`config.mk`:
```
export PLATFORM = sky130hd
export DESIGN_NAME = color_sensor_white_balance_top
export DESIGN_NICKNAME = d
export VERILOG_FILES = /design/src/sv/cswb_pkg.sv /design/src/sv/color_sensor_white_balance_top.sv /design/src/sv/cswb_div.sv /design/src/sv/cswb_dp.sv /design/src/sv/cswb_ctrl.sv
export VERILOG_INCLUDE_DIRS = /design/src /design/src/sv
export SDC_FILE = /design/constraint.sdc
export NUM_CORES = 2
export LEC_CHECK = 0
export BUFFER_PORTS_ARGS = -buffer_cell sky130_fd_sc_hd__clkbuf_2
export CORE_MARGIN = 4
export CORE_UTILIZATION = 65
export DETAILED_ROUTE_END_ITERATION = 10
export GPL_TIMING_DRIVEN = 0
export PLACE_DENSITY = 0.82
export REMOVE_ABC_BUFFERS = 1
export SLEW_MARGIN = 10
export SYNTH_ARGS = -nofsm -noshare
export SYNTH_HDL_FRONTEND = slang
export SYNTH_SLANG_ARGS = --single-unit
```
`constraint.sdc`:
```
create_clock -name aclk -period 15.9 [get_ports aclk]
set_input_delay 3.18 -clock aclk [delete_from_list [all_inputs] [get_ports aclk]]
set_output_delay 3.18 -clock aclk [all_outputs]
set_load 0.01 [all_outputs]
```
`src/sv/color_sensor_white_balance_top_assert.svh`:
```
// Assertion macros shared by the white-balance block.
// Define NO_ASSERTIONS to compile every check away; no other dependencies.
`ifndef COLOR_SENSOR_WHITE_BALANCE_TOP_ASSERT_SVH
`define COLOR_SENSOR_WHITE_BALANCE_TOP_ASSERT_SVH
`ifndef NO_ASSERTIONS
// prop must hold at every clock edge outside reset
`define CSWB_ASSERT(lbl, clk, rstn, prop, msg) \
    lbl: assert property (@(posedge clk) disable iff (!rstn) prop) else $error(msg);
// expr must never be true outside reset
`define CSWB_ASSERT_NEVER(lbl, clk, rstn, expr, msg) \
    lbl: assert property (@(posedge clk) disable iff (!rstn) !(expr)) else $error(msg);
`else
`define CSWB_ASSERT(lbl, clk, rstn, prop, msg)
`define CSWB_ASSERT_NEVER(lbl, clk, rstn, expr, msg)
`endif
`endif

```
`src/sv/cswb_pkg.sv`:
```
`timescale 1ns / 1ps
// Shared types, codes and constants of the color sensor white-balance block.
// No dependencies.
package cswb_pkg;

    localparam int COUNT_BITS_DEF = 16;
    localparam int GATE_W         = 16;
    localparam int SCALE_W        = 2;
    localparam int FILTER_W       = 2;
    localparam int LEVEL_W        = 8;
    localparam int FACTOR_W       = 24;
    localparam int FRAC_BITS      = 16;
    localparam int CFG_IDX_W      = 1;
    localparam int CFG_DATA_W     = 16;
    localparam int NUM_CH         = 3;
    localparam int AVG_WINDOWS    = 3;

    localparam logic [GATE_W-1:0]   GATE_RESET   = 16'd1000;
    localparam logic [SCALE_W-1:0]  SCALE_RESET  = 2'd3;
    localparam logic [FACTOR_W-1:0] FACTOR_MAX   = 24'hFF_FFFF;
    localparam logic [FACTOR_W-1:0] FULL_SCALE_Q = 24'hFF_0000;

    // command codes on s_cmd
    localparam logic [1:0] CMD_TICK = 2'd0;
    localparam logic [1:0] CMD_CAL  = 2'd1;
    localparam logic [1:0] CMD_READ = 2'd2;

    // configuration register indexes
    localparam logic [CFG_IDX_W-1:0] CFG_GATE_TICKS = 1'b0;
    localparam logic [CFG_IDX_W-1:0] CFG_FREQ_SCALE = 1'b1;

    // S2S3 filter drive codes
    localparam logic [FILTER_W-1:0] FILT_RED   = 2'b00;
    localparam logic [FILTER_W-1:0] FILT_BLUE  = 2'b01;
    localparam logic [FILTER_W-1:0] FILT_CLEAR = 2'b10;
    localparam logic [FILTER_W-1:0] FILT_GREEN = 2'b11;

    localparam logic [1:0] CH_RED   = 2'd0;
    localparam logic [1:0] CH_BLUE  = 2'd1;
    localparam logic [1:0] CH_GREEN = 2'd2;
    localparam logic [1:0] CH_LAST  = 2'(NUM_CH - 1);
    localparam logic [1:0] REP_LAST = 2'(AVG_WINDOWS - 1);

    typedef enum logic [1:0] {
        PH_IDLE = 2'd0,
        PH_CAL  = 2'd1,
        PH_READ = 2'd2
    } phase_t;

    typedef enum logic [1:0] {
        CS_TICK     = 2'd0,
        CS_DIV_AVG  = 2'd1,
        CS_DIV_FACT = 2'd2
    } ctrl_state_t;

    typedef struct packed {
        logic tick_en;         // process the transaction on the input channel
        logic fact_start;      // start 0xFF0000 / avg
        logic fact_max_write;  // zero average: store the maximum factor
        logic fact_write;      // store the divider quotient as the factor
    } dp_cmd_t;

    typedef struct packed {
        logic div_launch;      // the presented tick closes a calibration channel
        logic div_done;
        logic avg_zero;
        logic div_busy;
    } dp_status_t;

    function automatic logic [FILTER_W-1:0] filter_code(input logic [1:0] ch);
        logic [FILTER_W-1:0] code;
        unique case (ch)
            CH_RED:   code = FILT_RED;
            CH_BLUE:  code = FILT_BLUE;
            CH_GREEN: code = FILT_GREEN;
            default:  code = FILT_CLEAR;
        endcase
        return code;
    endfunction

endpackage

```
`src/sv/color_sensor_white_balance_top.sv`:
```
`timescale 1ns / 1ps
// Top level of the color sensor white-balance block: controller plus datapath.
// Depends on cswb_pkg, cswb_ctrl, cswb_dp (which holds cswb_div).
//
//  channel  | handshake          | payload
//  ---------+--------------------+--------------------------------------------------
//  input    | s_valid / s_ready  | s_cmd, s_pulse (one sensor tick)
//  result   | m_valid / m_ready  | m_filter_sel, m_scale_drive, m_*_level, done flags
//  config   | cfg_we             | cfg_index, cfg_data
//
// One tick per cycle while s_ready is high; a result sits in the output register while
// the next tick is taken. A tick that closes the third calibration window of a filter
// captures the sum; the next cycle forms sum / 3 by a reciprocal multiply and starts a
// serial divider for 0xFF0000 / avg, one bit per cycle over max(24, COUNT_BITS+2) bits:
// s_ready stays low until the factor is stored (the maximum factor on a zero average).
// Reset: synchronous active-low aresetn, factors at their maximum, levels zero.
module color_sensor_white_balance_top #(
    parameter int COUNT_BITS = cswb_pkg::COUNT_BITS_DEF
) (
    input  logic                               aclk,
    input  logic                               aresetn,
    input  logic                               cfg_we,
    input  logic [cswb_pkg::CFG_IDX_W-1:0]     cfg_index,
    input  logic [cswb_pkg::CFG_DATA_W-1:0]    cfg_data,
    input  logic                               s_valid,
    output logic                               s_ready,
    input  logic [1:0]                         s_cmd,
    input  logic                               s_pulse,
    output logic                               m_valid,
    input  logic                               m_ready,
    output logic [cswb_pkg::FILTER_W-1:0]      m_filter_sel,
    output logic [cswb_pkg::SCALE_W-1:0]       m_scale_drive,
    output logic [cswb_pkg::LEVEL_W-1:0]       m_red_level,
    output logic [cswb_pkg::LEVEL_W-1:0]       m_blue_level,
    output logic [cswb_pkg::LEVEL_W-1:0]       m_green_level,
    output logic                               m_cal_done,
    output logic                               m_read_done,
    output logic                               m_busy_res
);

    cswb_pkg::dp_cmd_t    dp_cmd;
    cswb_pkg::dp_status_t dp_status;

    cswb_ctrl u_ctrl (
        .aclk    (aclk),
        .aresetn (aresetn),
        .s_valid (s_valid),
        .s_ready (s_ready),
        .m_valid (m_valid),
        .m_ready (m_ready),
        .status  (dp_status),
        .cmd     (dp_cmd)
    );

    cswb_dp #(
        .COUNT_BITS(COUNT_BITS)
    ) u_dp (
        .aclk          (aclk),
        .aresetn       (aresetn),
        .cfg_we        (cfg_we),
        .cfg_index     (cfg_index),
        .cfg_data      (cfg_data),
        .s_cmd         (s_cmd),
        .s_pulse       (s_pulse),
        .cmd           (dp_cmd),
        .status        (dp_status),
        .m_filter_sel  (m_filter_sel),
        .m_scale_drive (m_scale_drive),
        .m_red_level   (m_red_level),
        .m_blue_level  (m_blue_level),
        .m_green_level (m_green_level),
        .m_cal_done    (m_cal_done),
        .m_read_done   (m_read_done),
        .m_busy_res    (m_busy_res)
    );

endmodule

```
`src/sv/cswb_div.sv`:
```
`timescale 1ns / 1ps
// Restoring serial divider, one quotient bit per cycle.
// Uses no package items.
module cswb_div #(
    parameter int W = 24
) (
    input  logic         aclk,
    input  logic         aresetn,
    input  logic         start,
    input  logic [W-1:0] num,
    input  logic [W-1:0] den,
    output logic         busy,
    output logic         done,
    output logic [W-1:0] quot
);

    localparam int CW = $clog2(W + 1);

    logic [W-1:0]  rem_reg, rem_next;
    logic [W-1:0]  quot_reg, quot_next;
    logic [W-1:0]  den_reg, den_next;
    logic [CW-1:0] cnt_reg, cnt_next;
    logic          busy_reg, busy_next;
    logic          done_reg, done_next;

    logic [W:0] shifted;
    logic [W:0] diff;
    logic       ge;

    always_comb begin
        shifted   = {rem_reg, quot_reg[W-1]};
        diff      = shifted - {1'b0, den_reg};
        ge        = !diff[W];
        rem_next  = rem_reg;
        quot_next = quot_reg;
        den_next  = den_reg;
        cnt_next  = cnt_reg;
        busy_next = busy_reg;
        done_next = 1'b0;
        if (start) begin
            rem_next  = '0;
            quot_next = num;
            den_next  = den;
            cnt_next  = CW'(W);
            busy_next = 1'b1;
        end else if (busy_reg) begin
            rem_next  = ge ? diff[W-1:0] : shifted[W-1:0];
            quot_next = {quot_reg[W-2:0], ge};
            cnt_next  = cnt_reg - CW'(1);
            if (cnt_reg == CW'(1)) begin
                busy_next = 1'b0;
                done_next = 1'b1;
            end
        end
    end

    always_ff @(posedge aclk) begin
        rem_reg  <= rem_next;
        quot_reg <= quot_next;
        den_reg  <= den_next;
        cnt_reg  <= cnt_next;
        if (!aresetn) begin
            busy_reg <= 1'b0;
            done_reg <= 1'b0;
        end else begin
            busy_reg <= busy_next;
            done_reg <= done_next;
        end
    end

    assign busy = busy_reg;
    assign done = done_reg;
    assign quot = quot_reg;

endmodule

```
`src/sv/cswb_dp.sv`:
```
`timescale 1ns / 1ps
// Datapath: window counters, calibration factors, levels, config and result registers.
// Depends on cswb_pkg, cswb_div and the assertion macro header.
`include "color_sensor_white_balance_top_assert.svh"
module cswb_dp #(
    parameter int COUNT_BITS = cswb_pkg::COUNT_BITS_DEF
) (
    input  logic                                aclk,
    input  logic                                aresetn,
    input  logic                                cfg_we,
    input  logic [cswb_pkg::CFG_IDX_W-1:0]      cfg_index,
    input  logic [cswb_pkg::CFG_DATA_W-1:0]     cfg_data,
    input  logic [1:0]                          s_cmd,
    input  logic                                s_pulse,
    input  cswb_pkg::dp_cmd_t                   cmd,
    output cswb_pkg::dp_status_t                status,
    output logic [cswb_pkg::FILTER_W-1:0]       m_filter_sel,
    output logic [cswb_pkg::SCALE_W-1:0]        m_scale_drive,
    output logic [cswb_pkg::LEVEL_W-1:0]        m_red_level,
    output logic [cswb_pkg::LEVEL_W-1:0]        m_blue_level,
    output logic [cswb_pkg::LEVEL_W-1:0]        m_green_level,
    output logic                                m_cal_done,
    output logic                                m_read_done,
    output logic                                m_busy_res
);

    localparam int SUM_W  = COUNT_BITS + 2;
    localparam int DIV_W  = (SUM_W > cswb_pkg::FACTOR_W) ? SUM_W : cswb_pkg::FACTOR_W;
    localparam int PROD_W = COUNT_BITS + cswb_pkg::FACTOR_W;
    localparam int GW     = cswb_pkg::GATE_W;
    localparam int FW     = cswb_pkg::FACTOR_W;
    localparam int LW     = cswb_pkg::LEVEL_W;

    // sum / 3 as (sum * ceil(2^K / 3)) >> K, exact for every sum below 2^SUM_W
    localparam int RECIP_K = SUM_W + 1;
    localparam int AVG_PW  = 2 * SUM_W;
    localparam logic [SUM_W-1:0] RECIP_3 =
        SUM_W'(((longint'(1) << RECIP_K) + longint'(2)) / longint'(3));

    // configuration
    logic [GW-1:0]                    gate_reg;
    logic [cswb_pkg::SCALE_W-1:0]     scale_reg;

    // architectural state
    cswb_pkg::phase_t                 phase_reg, phase_next;
    logic [1:0]                       channel_reg, channel_next;
    logic [1:0]                       rep_reg, rep_next;
    logic [GW-1:0]                    tick_reg, tick_next;
    logic [COUNT_BITS-1:0]            pc_reg, pc_next;
    logic [SUM_W-1:0]                 sum_reg, sum_next;
    logic [FW-1:0]                    factor_reg [cswb_pkg::NUM_CH];
    logic [LW-1:0]                    level_reg [cswb_pkg::NUM_CH];
    logic [1:0]                       div_ch_reg;
    logic [SUM_W-1:0]                 cal_sum_reg;

    // result register
    logic [cswb_pkg::FILTER_W-1:0]    out_filter_reg;
    logic [cswb_pkg::SCALE_W-1:0]     out_scale_reg;
    logic [LW-1:0]                    out_level_reg [cswb_pkg::NUM_CH];
    logic                             out_cal_done_reg;
    logic                             out_read_done_reg;
    logic                             out_busy_reg;

    logic [GW-1:0]          gate_eff;
    logic [GW-1:0]          tc_inc;
    logic [COUNT_BITS-1:0]  pc_inc;
    logic [SUM_W-1:0]       sum_inc;
    logic [FW-1:0]          factor_sel;
    logic [PROD_W-1:0]      prod;
    logic [LW-1:0]          lvl_val;
    logic                   lvl_we;
    logic                   launch;
    logic                   cal_done_next;
    logic                   read_done_next;
    logic                   channel_end;
    logic [cswb_pkg::FILTER_W-1:0] filter_next;

    logic [AVG_PW-1:0]      avg_prod;
    logic [DIV_W-1:0]       avg_val;
    logic                   div_start;
    logic [DIV_W-1:0]       div_num;
    logic [DIV_W-1:0]       div_den;
    logic                   div_busy;
    logic                   div_done;
    logic [DIV_W-1:0]       div_quot;

    always_comb begin
        gate_eff = (gate_reg == '0) ? GW'(1) : gate_reg;
        tc_inc   = (tick_reg != '1) ? tick_reg + GW'(1) : tick_reg;
        pc_inc   = (s_pulse && pc_reg != '1) ? pc_reg + COUNT_BITS'(1) : pc_reg;
        sum_inc  = sum_reg + SUM_W'(pc_inc);
        unique case (channel_reg)
            cswb_pkg::CH_RED:   factor_sel = factor_reg[0];
            cswb_pkg::CH_BLUE:  factor_sel = factor_reg[1];
            cswb_pkg::CH_GREEN: factor_sel = factor_reg[2];
            default:            factor_sel = factor_reg[0];
        endcase
        prod    = PROD_W'(pc_inc) * PROD_W'(factor_sel);
        lvl_val = (|prod[PROD_W-1:cswb_pkg::FRAC_BITS+LW]) ? '1
                : prod[cswb_pkg::FRAC_BITS +: LW];
    end

    // next state of one tick, committed only when the tick is accepted
    always_comb begin
        phase_next     = phase_reg;
        channel_next   = channel_reg;
        rep_next       = rep_reg;
        tick_next      = tick_reg;
        pc_next        = pc_reg;
        sum_next       = sum_reg;
        lvl_we         = 1'b0;
        launch         = 1'b0;
        cal_done_next  = 1'b0;
        read_done_next = 1'b0;
        channel_end    = 1'b1;
        if (phase_reg == cswb_pkg::PH_IDLE) begin
            if (s_cmd == cswb_pkg::CMD_CAL || s_cmd == cswb_pkg::CMD_READ) begin
                phase_next   = (s_cmd == cswb_pkg::CMD_CAL) ? cswb_pkg::PH_CAL
                                                            : cswb_pkg::PH_READ;
                channel_next = '0;
                rep_next     = '0;
                sum_next     = '0;
                tick_next    = '0;
                pc_next      = '0;
            end
        end else begin
            tick_next = tc_inc;
            pc_next   = pc_inc;
            if (tc_inc >= gate_eff && channel_reg <= cswb_pkg::CH_LAST) begin
                if (phase_reg == cswb_pkg::PH_CAL) begin
                    if (rep_reg < cswb_pkg::REP_LAST) begin
                        sum_next    = sum_inc;
                        rep_next    = rep_reg + 2'd1;
                        channel_end = 1'b0;
                    end else begin
                        launch   = 1'b1;
                        sum_next = '0;
                        rep_next = '0;
                    end
                end else begin
                    lvl_we = 1'b1;
                end
                tick_next = '0;
                pc_next   = '0;
                if (channel_end) begin
                    if (channel_reg < cswb_pkg::CH_LAST) begin
                        channel_next = channel_reg + 2'd1;
                    end else begin
                        cal_done_next  = (phase_reg == cswb_pkg::PH_CAL);
                        read_done_next = (phase_reg != cswb_pkg::PH_CAL);
                        phase_next     = cswb_pkg::PH_IDLE;
                        channel_next   = '0;
                    end
                end
            end else if (channel_reg > cswb_pkg::CH_LAST) begin
                phase_next   = cswb_pkg::PH_IDLE;
                channel_next = '0;
            end
        end
        filter_next = (phase_next == cswb_pkg::PH_IDLE) ? cswb_pkg::FILT_CLEAR
                    : cswb_pkg::filter_code(channel_next);
    end

    // average from the captured sum in the cycle after the launch, then 0xFF0000 / avg
    always_comb begin
        avg_prod  = AVG_PW'(cal_sum_reg) * AVG_PW'(RECIP_3);
        avg_val   = DIV_W'(avg_prod >> RECIP_K);
        div_start = cmd.fact_start;
        div_num   = DIV_W'(cswb_pkg::FULL_SCALE_Q);
        div_den   = avg_val;
    end

    cswb_div #(
        .W(DIV_W)
    ) u_div (
        .aclk    (aclk),
        .aresetn (aresetn),
        .start   (div_start),
        .num     (div_num),
        .den     (div_den),
        .busy    (div_busy),
        .done    (div_done),
        .quot    (div_quot)
    );

    always_ff @(posedge aclk) begin
        if (!aresetn) begin
            gate_reg    <= cswb_pkg::GATE_RESET;
            scale_reg   <= cswb_pkg::SCALE_RESET;
            phase_reg   <= cswb_pkg::PH_IDLE;
            channel_reg <= '0;
            rep_reg     <= '0;
            tick_reg    <= '0;
            pc_reg      <= '0;
            sum_reg     <= '0;
            div_ch_reg  <= '0;
            cal_sum_reg <= '0;
            for (int i = 0; i < cswb_pkg::NUM_CH; i++) begin
                factor_reg[i] <= cswb_pkg::FACTOR_MAX;
                level_reg[i]  <= '0;
            end
        end else begin
            if (cfg_we) begin
                unique case (cfg_index)
                    cswb_pkg::CFG_GATE_TICKS: gate_reg <= cfg_data[GW-1:0];
                    cswb_pkg::CFG_FREQ_SCALE: scale_reg <= cfg_data[cswb_pkg::SCALE_W-1:0];
                    default: ;
                endcase
            end
            if (cmd.tick_en) begin
                phase_reg   <= phase_next;
                channel_reg <= channel_next;
                rep_reg     <= rep_next;
                tick_reg    <= tick_next;
                pc_reg      <= pc_next;
                sum_reg     <= sum_next;
                if (launch) begin
                    div_ch_reg  <= channel_reg;
                    cal_sum_reg <= sum_inc;
                end
                if (lvl_we) begin
                    for (int i = 0; i < cswb_pkg::NUM_CH; i++) begin
                        if (channel_reg == 2'(i)) begin
                            level_reg[i] <= lvl_val;
                        end
                    end
                end
            end
            if (cmd.fact_write || cmd.fact_max_write) begin
                for (int i = 0; i < cswb_pkg::NUM_CH; i++) begin
                    if (div_ch_reg == 2'(i)) begin
                        factor_reg[i] <= cmd.fact_write ? div_quot[FW-1:0]
                                                        : cswb_pkg::FACTOR_MAX;
                    end
                end
            end
        end
    end

    // result register, loaded with the state after the accepted tick
    always_ff @(posedge aclk) begin
        if (cmd.tick_en) begin
            out_filter_reg    <= filter_next;
            out_scale_reg     <= scale_reg;
            out_cal_done_reg  <= cal_done_next;
            out_read_done_reg <= read_done_next;
            out_busy_reg      <= (phase_next != cswb_pkg::PH_IDLE);
            for (int i = 0; i < cswb_pkg::NUM_CH; i++) begin
                out_level_reg[i] <= (lvl_we && channel_reg == 2'(i)) ? lvl_val
                                  : level_reg[i];
            end
        end
    end

    always_comb begin
        status.div_launch = launch;
        status.div_done   = div_done;
        status.avg_zero   = (avg_val == '0);
        status.div_busy   = div_busy;
    end

    assign m_filter_sel  = out_filter_reg;
    assign m_scale_drive = out_scale_reg;
    assign m_red_level   = out_level_reg[0];
    assign m_blue_level  = out_level_reg[1];
    assign m_green_level = out_level_reg[2];
    assign m_cal_done    = out_cal_done_reg;
    assign m_read_done   = out_read_done_reg;
    assign m_busy_res    = out_busy_reg;

    `CSWB_ASSERT_NEVER(a_no_tick_during_div, aclk, aresetn,
        div_busy && cmd.tick_en, "tick taken while the divider runs")
    `CSWB_ASSERT(a_done_clears_busy, aclk, aresetn,
        (cmd.tick_en && (cal_done_next || read_done_next)) |=> !m_busy_res,
        "sequence finished but busy still set")

endmodule

```
`src/sv/cswb_ctrl.sv`:
```
`timescale 1ns / 1ps
// Controller: input/output handshake and sequencing of the factor division.
// Depends on cswb_pkg and the assertion macro header.
`include "color_sensor_white_balance_top_assert.svh"
module cswb_ctrl (
    input  logic                  aclk,
    input  logic                  aresetn,
    input  logic                  s_valid,
    output logic                  s_ready,
    output logic                  m_valid,
    input  logic                  m_ready,
    input  cswb_pkg::dp_status_t  status,
    output cswb_pkg::dp_cmd_t     cmd
);

    cswb_pkg::ctrl_state_t state_reg, state_next;
    logic                  m_valid_reg, m_valid_next;

    always_ff @(posedge aclk) begin
        if (!aresetn) begin
            state_reg   <= cswb_pkg::CS_TICK;
            m_valid_reg <= 1'b0;
        end else begin
            state_reg   <= state_next;
            m_valid_reg <= m_valid_next;
        end
    end

    always_comb begin
        state_next = state_reg;
        cmd        = '0;
        s_ready    = 1'b0;
        unique case (state_reg)
            cswb_pkg::CS_TICK: begin
                s_ready     = !m_valid_reg || m_ready;
                cmd.tick_en = s_valid && s_ready;
                if (cmd.tick_en && status.div_launch) begin
                    state_next = cswb_pkg::CS_DIV_AVG;
                end
            end
            cswb_pkg::CS_DIV_AVG: begin
                // average of the captured sum is valid here, in the cycle after the launch
                if (status.avg_zero) begin
                    cmd.fact_max_write = 1'b1;
                    state_next         = cswb_pkg::CS_TICK;
                end else begin
                    cmd.fact_start = 1'b1;
                    state_next     = cswb_pkg::CS_DIV_FACT;
                end
            end
            cswb_pkg::CS_DIV_FACT: begin
                if (status.div_done) begin
                    cmd.fact_write = 1'b1;
                    state_next     = cswb_pkg::CS_TICK;
                end
            end
            default: begin
                state_next = cswb_pkg::CS_TICK;
            end
        endcase
        m_valid_next = cmd.tick_en ? 1'b1 : (m_ready ? 1'b0 : m_valid_reg);
    end

    assign m_valid = m_valid_reg;

    `CSWB_ASSERT(a_launch_enters_div, aclk, aresetn,
        (cmd.tick_en && status.div_launch) |=> (state_reg == cswb_pkg::CS_DIV_AVG),
        "division launch not followed")
    `CSWB_ASSERT(a_fact_done_returns, aclk, aresetn,
        (state_reg == cswb_pkg::CS_DIV_FACT && status.div_done)
            |=> (state_reg == cswb_pkg::CS_TICK),
        "factor division did not finish the sequence")

endmodule

```
==> results.ini <==
[synthesis]
synth-edff-count = 144
synth_common_cells = inv_1 (611), fa_1 (418), nor2_1 (416)
synthCells = 3479
synth_seq_cells = 296
synthTopCellsByArea = fa_1 (26%), edfxtp_1 (13%), ha_1 (13%), dfxtp_1 (9.5%), inv_1 (7.2%)
synth_top_area_cell = fa_1
synth_cell_type_count = 82
synthArstFlopShare = 0
avgSynthCellArea_um2 = 9.21
synth_area_mm2 = 0.0320
ys_seq_area_frac = 0.230
yosys_warnings = 0
synth.most_common_cell = inv_1
yosys_most_used_dff = dfxtp_1
synth_top_area_frac = 0.261

[sta]
finalCritPeriodShare = 0.832
fmax_mhz = 75.6
setup_violations = 0
skew_ns = 0.0157
tns_ns = 0
setup_slack_ns = 2.68
finalHoldViolations = 0
rsz0062_at_grt = false
relSlewSlack = 0.107
period_minus_slack_ns = 13.22
drv_slew = 0
worst_slew_pin_slew_ns = 1.34
hold-worst-slack_ns = 0.441

[place]
post-place-cells = 4096
gp_congestion = 0.952
hpwl_um = 60500
port_buffers = 57
pre_cts_ws_ns = 2.29

[worst_setup_path]
cp-end-kind = flop
crit_fanout = 32
crit_required_ns = 16.12
r2r-start = u_dp.pc_reg[0]$_SDFFE_PN0P_
r2r_slack_ns = 4.19
arrival_ns = 13.45
start_kind = input port
cpMostUsedCell = fa_1
cp_slowest_stage_delay_ns = 1.10
rr_worst_depth = 31
slowest_stage = clkinv_1
path_class = input port to flop
rr_endpoint = u_dp.level_reg[0][0]$_DFFE_PP_

[finish]
antenna_cells = 0
fillCellCount = 3625
layout-drive-gt1-share = 0.0637
syn2layout_area_growth_pct = 6.32
stdcell_count = 4148
nets = 4231
largest_register_ffs = 72

[pwr]
pwr-share-comb = 0.150
max-vdd-ir-drop_v = 0.0000712
power_switching_mw = 0.488
swShare = 0.270
leakage_nw = 16.0
cellPowerDensity_mw_per_mm2 = 53.1
seqPwrFrac = 0.461
intPower_mw = 1.32
finalPower_mw = 1.81
clockPowerShare = 0.389

[clock_tree]
holdBufCountCts = 0
cts_resized = 0
clk_pin_slew_ns = 0.06
htreeDepth = 1
cts-root-buf = clkbuf_16
clk_path_buf_depth = 3
clock_sinks = 296
cts_tree = done
cts_setup_buffers = 0
clock_latency_ns = 0.57
cts_buffers = 28

[floorplan]
die_h_um = 230
die_x_um = 230
rows = 81
core_mm2 = 0.0488
num_io_pins = 58
die_area_mm2 = 0.0529
start_util = 0.656

[global_route]
antenna_found_initial = 2
grtUsageTotal = 0.297
grt.overflow.total = 0
first_global_vias = 25500
grt_pass1_wl_um = 128000
grt_max_degree = 87

[worst_hold_path]
hold_depth = 0
hold_path.class = flop to flop
hold_path.startpoint = u_dp.scale_reg[0]$_SDFFE_PN1P_
holdPathEnd = u_dp.m_scale_drive[0]$_DFFE_PP_

[routing]
ant_nets = 0
wl_per_cell_um = 18.6
first_pass_iters = 5
routed_wl_um = 77300
first_iter_violations = 1936
via_per_inst = 5.90
num_vias = 24500
drc = 0

[flow_run]
drv_cap = 0

[status]
status = finished, final reports clean

power groups by stage:
stage / sequential (mW) / clock [mW] / combinational (mW)
after floorplan: 0.848 / 0 / 0.179
after global placement: 0.850 / 0 / 0.253
after detailed placement: 0.849 / 0 / 0.267
after CTS: 0.833 / 0.711 / 0.268
after global routing: 0.835 / 0.746 / 0.298
final: 0.833 / 0.702 / 0.271
cells in the final DEF, fill, tap and decap left out, drive strengths merged, types with 9 or more instances in the layout:
cell type / count
a211o: 11
a211oi: 39
a21o: 64
a21oi: 164
a22oi: 51
a31oi: 45
and2: 20
and3: 14
buf: 26
clkbuf: 93
clkinv: 17
dfxtp: 152
edfxtp: 144
fa: 418
ha: 326
inv: 616
mux2i: 38
nand2: 325
nand2b: 18
nand3: 61
nand4: 21
nor2: 416
nor2b: 24
nor3: 37
nor4: 9
o211ai: 11
o21a: 22
o21ai: 55
o21bai: 13
or2: 32
xnor2: 67
xor2: 36
logic make-up (layout without fill, tap and decap cells):
family,after synthesis,after routing,share of synthesized area
flip-flops,296,296,0.230
AO/OA/AOI/OAI,528,528,0.111
adder cells (fa/ha/maj),744,744,0.389
buffers and inverters,752,757,0.0894
XOR/XNOR,103,103,0.0284
AND/OR/NAND/NOR,1018,1018,0.141
multiplexers,38,38,0.0119
how the worst max path moves through the flow:
stage	start	to	slack [ns]	cells after the start
after floorplan	s_pulse	u_dp.level_reg[0][14]$_DFFE_PP_	4.49	29
after global placement	s_pulse	u_dp.level_reg[0][0]$_DFFE_PP_	1.70	30
after detailed placement	s_pulse	u_dp.level_reg[0][8]$_DFFE_PP_	2.29	29
after CTS	s_pulse	u_dp.level_reg[0][0]$_DFFE_PP_	2.83	29
after global routing	s_pulse	u_dp.level_reg[0][0]$_DFFE_PP_	2.10	29
final	s_pulse	u_dp.level_reg[0][0]$_DFFE_PP_	2.68	29
metrics by stage:
step	area, µm²	util
after floorplan	31500	-
after global placement	32600	0.668
after detailed placement	33100	0.677
after CTS	34000	0.697
after global routing	34100	0.697
final	34100	0.697
worst max-delay path: cells and delay by family:
kind	cells	cell delay [ns]
AOI/OAI and AO/OA	5	1.40
and+or+nand+nor	10	2.93
adders and majority gates	7	3.32
buffers and inverters	5	1.42
xor gates and xnor gates	2	1.16
metal layers:
| metal | up-vias | global-route usage | routed length, µm |
|---|---|---|---|
| met1 | 11900 | 0.377 | 30400 |
| met4 | 4 | 0.120 | 3590 |
| met2 | 1017 | 0.500 | 37100 |
| li1 | 11300 | - | - |
| met3 | 258 | 0.0643 | 6170 |
| met5 | - | 0 | 27 |
layout make-up:
class                      count  area (µm²)  share of cell area
timing repair buffer          83         604              0.0177
tap                          664         831              0.0244
inverter                     622        2340              0.0686
sequential                   296        7370               0.216
clock buffer                  36         769              0.0226
multi-input combinational   2431       21900               0.644
clock inverter                16         195             0.00573
No activity file was read; power rests on OpenSTA's default activity.
